`config.mk`:
```
export PLATFORM = sky130hd
export DESIGN_NAME = snstdp_cfg_regs
export DESIGN_NICKNAME = d
export VERILOG_FILES = /design/src/rtl/snstdp_pkg.sv /design/src/rtl/snstdp_cfg_regs.sv
export SDC_FILE = /design/constraint.sdc
export NUM_CORES = 1
export LEC_CHECK = 0
export ABC_AREA = 1
export BUFFER_PORTS_ARGS = -buffer_cell sky130_fd_sc_hd__buf_2
export CORE_ASPECT_RATIO = 1.2
export CORE_UTILIZATION = 35
export CTS_CLUSTER_DIAMETER = 30
export DETAILED_ROUTE_END_ITERATION = 16
export GPL_ROUTABILITY_DRIVEN = 0
export PLACE_DENSITY_LB_ADDON = 0.25
export SYNTH_ARGS = -nofsm -noshare
export SYNTH_HDL_FRONTEND = slang
export SYNTH_SLANG_ARGS = --single-unit
```
`constraint.sdc`:
```
create_clock -name clk -period 1.6 [get_ports clk]
set_input_delay 0.48 -clock clk [delete_from_list [all_inputs] [get_ports clk]]
set_output_delay 0.48 -clock clk [all_outputs]
set_load 0.02 [all_outputs]
```
`src/rtl/snstdp_pkg.sv`:
```
`timescale 1ns / 1ps
// ----------------------------------------------------------------------------
// snstdp_pkg
// Shared types, register codes and constants of the spiking network core.
// ----------------------------------------------------------------------------
package snstdp_pkg;

  // input word modes
  localparam logic [1:0] MODE_SET_AFF = 2'd0;
  localparam logic [1:0] MODE_WR_WGT  = 2'd1;
  localparam logic [1:0] MODE_RD_WGT  = 2'd2;
  localparam logic [1:0] MODE_SUBSTEP = 2'd3;

  // configuration register indexes
  localparam int CFG_IDX_W  = 3;
  localparam int CFG_DATA_W = 23;
  localparam logic [CFG_IDX_W-1:0] CFG_FIRE_THRESHOLD   = 3'd0;
  localparam logic [CFG_IDX_W-1:0] CFG_DRIVE_GAIN       = 3'd1;
  localparam logic [CFG_IDX_W-1:0] CFG_MEMBRANE_DECAY   = 3'd2;
  localparam logic [CFG_IDX_W-1:0] CFG_SYNAPSE_DECAY    = 3'd3;
  localparam logic [CFG_IDX_W-1:0] CFG_TRACE_DECAY      = 3'd4;
  localparam logic [CFG_IDX_W-1:0] CFG_LEARN_RATE       = 3'd5;
  localparam logic [CFG_IDX_W-1:0] CFG_REFRACTORY_TICKS = 3'd6;

  // STDP amplitudes in Q0.24 and the weight ceiling in Q2.14
  localparam logic [17:0]        A_DEP     = 18'd176161;
  localparam logic [17:0]        A_POT     = 18'd167772;
  localparam logic signed [21:0] W_CEIL    = 22'sd9830;
  localparam logic [24:0]        TRACE_ONE = 25'd65536;
  localparam logic [24:0]        U24_MAX   = 25'd16777215;

  typedef struct packed {
    logic [1:0]         mode;
    logic [4:0]         target_neuron;
    logic [4:0]         source_neuron;
    logic signed [15:0] weight_value;
    logic [18:0]        afferent_current;
  } in_word_t;

  typedef struct packed {
    logic [31:0]        spike_mask;
    logic signed [15:0] weight_read;
  } out_word_t;

  typedef struct packed {
    logic [22:0] fire_threshold;
    logic [17:0] drive_gain;
    logic [15:0] membrane_decay;
    logic [15:0] synapse_decay;
    logic [15:0] trace_decay;
    logic [15:0] learn_rate;
    logic [3:0]  refractory_ticks;
  } cfg_t;

  // one neuron's state word
  typedef struct packed {
    logic signed [23:0] mem;
    logic signed [23:0] syn;
    logic [3:0]         refc;
    logic [23:0]        trace;
    logic [18:0]        aff;
  } nrn_t;

  localparam int NRN_W = $bits(nrn_t);

  // saturate to 24 bit signed
  function automatic logic signed [23:0] sat24(input logic signed [31:0] x);
    logic signed [23:0] r;
    if (x > 32'sd8388607) begin
      r = 24'sh7FFFFF;
    end else if (x < -32'sd8388608) begin
      r = 24'sh800000;
    end else begin
      r = x[23:0];
    end
    return r;
  endfunction

endpackage

```
`src/rtl/snstdp_cfg_regs.sv`:
```
`timescale 1ns / 1ps
// ----------------------------------------------------------------------------
// snstdp_cfg_regs
// Configuration register bank, written through the cfg word channel.
// ----------------------------------------------------------------------------
module snstdp_cfg_regs
  import snstdp_pkg::*;
(
  input  logic                  clk,
  input  logic                  rst_n,
  input  logic                  cfg_valid,
  output logic                  cfg_ready,
  input  logic [CFG_IDX_W-1:0]  cfg_index,
  input  logic [CFG_DATA_W-1:0] cfg_data,
  output cfg_t                  cfg
);

  cfg_t cfg_r;

  assign cfg_ready = 1'b1;
  assign cfg       = cfg_r;

  // register writes, truncated to each register's width
  always_ff @(posedge clk) begin
    if (!rst_n) begin
      cfg_r.fire_threshold   <= 23'd65536;
      cfg_r.drive_gain       <= 18'd65536;
      cfg_r.membrane_decay   <= 16'd58982;
      cfg_r.synapse_decay    <= 16'd55705;
      cfg_r.trace_decay      <= 16'd58982;
      cfg_r.learn_rate       <= 16'd0;
      cfg_r.refractory_ticks <= 4'd2;
    end else if (cfg_valid && cfg_ready) begin
      case (cfg_index)
        CFG_FIRE_THRESHOLD:   cfg_r.fire_threshold   <= cfg_data[22:0];
        CFG_DRIVE_GAIN:       cfg_r.drive_gain       <= cfg_data[17:0];
        CFG_MEMBRANE_DECAY:   cfg_r.membrane_decay   <= cfg_data[15:0];
        CFG_SYNAPSE_DECAY:    cfg_r.synapse_decay    <= cfg_data[15:0];
        CFG_TRACE_DECAY:      cfg_r.trace_decay      <= cfg_data[15:0];
        CFG_LEARN_RATE:       cfg_r.learn_rate       <= cfg_data[15:0];
        CFG_REFRACTORY_TICKS: cfg_r.refractory_ticks <= cfg_data[3:0];
        default: ;
      endcase
    end
  end

endmodule
```
==> results by group <==
Power and ir drop
  • Net Switching: about 1.5 mW
  • Clk network pwr share: approximately 37%
  • Max VDD drop: roughly 0.44 mV
  • Share of power burned in registers: 50.1%
  • Sw Share: approximately a quarter
  • Power, Total: ~5.7 mW
  • Pwr per Cell Area: roughly 1000 nW/µm²
  • Pint: around 4.2 mW
  • Leakage: about 2.8 nW
  • Power share of the combinational group: 13.2%

Detailed routing
  • Initial DRC count: 200
  • Met2 wire length: ~6300 µm
  • Met3 WL: roughly 790 µm
  • Iteration count of the initial detailed-routing pass: 4
  • Highest metal used: met4
  • Final WL: roughly 13,000 µm
  • DRC violations left: 0
  • Drt wl/cell: between 10 and 15 µm
  • Drt via density: 4.65
  • Final ANT Viol Nets: 0
  • Vias: between 4k and 5k
  • WL met1: ~5300 µm

Timing
  • Final worst path period need: 1380 ps
  • Setup ws final: around 220 ps
  • Max Slew Vio Count: 0
  • Total Negative Setup Slacks: 0 ps
  • Period utilization: 86.4%
  • Fmax: just over 700 MHz
  • Setup-failing EPs final: 0
  • WHS: 353 ps
  • Clk_skew: 0 ps
  • Hold Vio Cnt, Final: 0
  • RSZ-0062 raised after global routing: false

Clock network
  • Root buf cell: clkbuf_16
  • Skew-Pair Late Insertion Delay: roughly 340 ps
  • CTS resizes: 0
  • CTS tree: built
  • Clk slew on worst S/H paths: 70 ps
  • Setup Fix Bufs, Post-CTS: 0
  • Num CTS Buffers: 9
  • Longest Clk Path Bufs: 2
  • Clk sink count: 109
  • H-tree lvl count: 3
  • Hold_buf cts: 0

Cells and area
  • Multi-input gate area: between 1500 and 2000 µm²
  • Number of flip-flops in the largest register: 109
  • Non-Filler Instances: approximately 900
  • Fin nets: 759
  • Design area: 5600 µm²
  • Util after Layout: roughly 46%
  • Commonest cells after routing, fill and taps aside: nor2_1 (137), nand2_1 (136), buf_2 (136), dfxtp_1 (109), nand3_1 (107)
  • N_diodes: 0
  • Most common cell after layout, fill and taps aside: nor2_1
  • Layout cells sized above 1: between 20 and 30%
  • Area Growth Syn to Fin: 25.5%
  • Fill count: roughly 1.2k
  • Reg area: roughly 2200 µm²

GRT
  • Initial antenna violation count: 0
  • GRT overflow: 0
  • First-pass GRT wire length: between 20,000 and 25,000 µm
  • Aggregate global-route resource usage: around a fifth
  • Vias in the first global route: a little under 4k
  • Largest net degree at the start of global routing: 80

Worst setup path
  • CP arrival: 900 ps
  • WS Path Type: reg -> out
  • Data required, critical path: 1120 ps
  • Crit path launch: cfg[64]$_SDFFE_PN0P_
  • Cell with the largest stage delay on the worst path: dfxtp_1
  • Startpoint types: register
  • Crit Path Max Fanout: 2
  • CP Cell Sequence: buf_2
  • Crit-path leading delay family: flip-flops
  • RR Startpoint: cfg[45]$_SDFFE_PN0P_
  • Worst Setup End Kind: output pin
  • Slowest cell delay on critical path: approximately 380 ps
  • Worst path buffer plus inverter count: 1

Yosys
  • Synth area leader: dfxtp_1
  • FF+latch count, synth: about 110
  • Post-synth top area share: 48.9%
  • Synth warnings: 0
  • Count of different cell masters after synthesis: 21
  • Area contributors post-synth: dfxtp_1 (49%), nand3_1 (12%), nor2_1 (12%)
  • Syn Area/Cell: between 7 and 8 µm²
  • Area of the mapped netlist: 4460 µm²
  • Mapped Cells: 601
  • Sequential share of the synthesized area: slightly below 50%
  • Syn nets: 630

Die
  • Core box area: ~12,000 µm²
  • Die area: 13,200 µm²
  • Die Wd: about 110 µm
  • IO Pins: ~140
  • Initial core utilization: between 30% and 40%
  • Std-Cell Rows: 44
  • Die height: roughly 130 µm

Worst hold path
  • Worst hold path type: in -> reg
  • Hold path start: cfg_data[16]

Placement
  • Post-placement cell count: ~900
  • Pre-CTS setup slack: approximately 68 ps
  • Port-buffer cells: between 100 and 150
  • Area after DPL: 5320 µm²
  • Dpl hpwl: 9330 µm

Job
  • Max_cap viols: 0

Outcome
  • Status: finished, final reports clean
## final timing paths
| kind | endpoint | slack (ps) | depth (start not counted) |
|---|---|---|---|
| worst max register to register | cfg[45]$_SDFFE_PN0P_ | 990 | 2 |
| worst min-delay path | cfg[84]$_SDFFE_PN1P_ | 350 | 3 |
| worst max-delay path | cfg[64] | 220 | 1 |
| worst min register to register | cfg[48]$_SDFFE_PN1P_ | 470 | 2 |
## cell type report
type / count / area share, %
multi-input cells: 429 / 34.6
inverters: 28 / 1.88
clock buffers: 12 / 4.58
well taps: 161 / 3.60
clock inverters: 4 / 0.402
flip-flops and latches: 109 / 39.0
repair buffers: 153 / 16.0
## tightest hold or removal path: cells and delay by family
family,cells,cell delay [ps]
buf+inv,1,90
simple gates,2,100
## cell usage after synthesis
| cell | count |
|---|---|
| nor2_1 | 138 |
| nand2_1 | 136 |
| dfxtp_1 | 109 |
| nand3_1 | 107 |
| nor2_2 | 24 |
| inv_1 | 22 |
| buf_2 | 11 |
| nand2_2 | 11 |
| buf_1 | 7 |
| buf_6 | 7 |
| inv_2 | 5 |
| nor2_4 | 5 |
| buf_4 | 4 |
| buf_8 | 3 |
| clkbuf_1 | 3 |
| nand2_4 | 2 |
| nand3_2 | 2 |
| nor2_8 | 2 |
| clkinv_1 | 1 |
| conb_1 | 1 |
| o21ai_0 | 1 |
## cell families (layout without fill, tap and decap cells)
family | after synthesis | in the layout | share of synthesized area [%]
flops | 109 | 109 | 48.9
simple gates | 427 | 427 | 43.0
compound gates | 1 | 1 | 0.112
buf+inv | 63 | 197 | 7.88
other cells | 1 | 1 | 0.0840
## routing by layer
layer	vias to the layer above	global-route usage [%]
met4	0	9.53
li1	2119	-
met1	1896	24.0
met3	24	4.50
met2	126	33.5
met5	-	0
## power by group through the flow
stage / clock, mW / combinational [mW] / sequential [mW]
2_1_floorplan: 0 / 0.371 / 3.04
3_3_place_gp: 0 / 0.750 / 2.92
3_5_place_dp: 0 / 0.762 / 2.92
4_1_cts: 2.15 / 0.763 / 2.86
5_1_grt: 2.27 / 0.831 / 2.87
6_report: 2.10 / 0.755 / 2.86
Power figures use the tool's default switching activity.
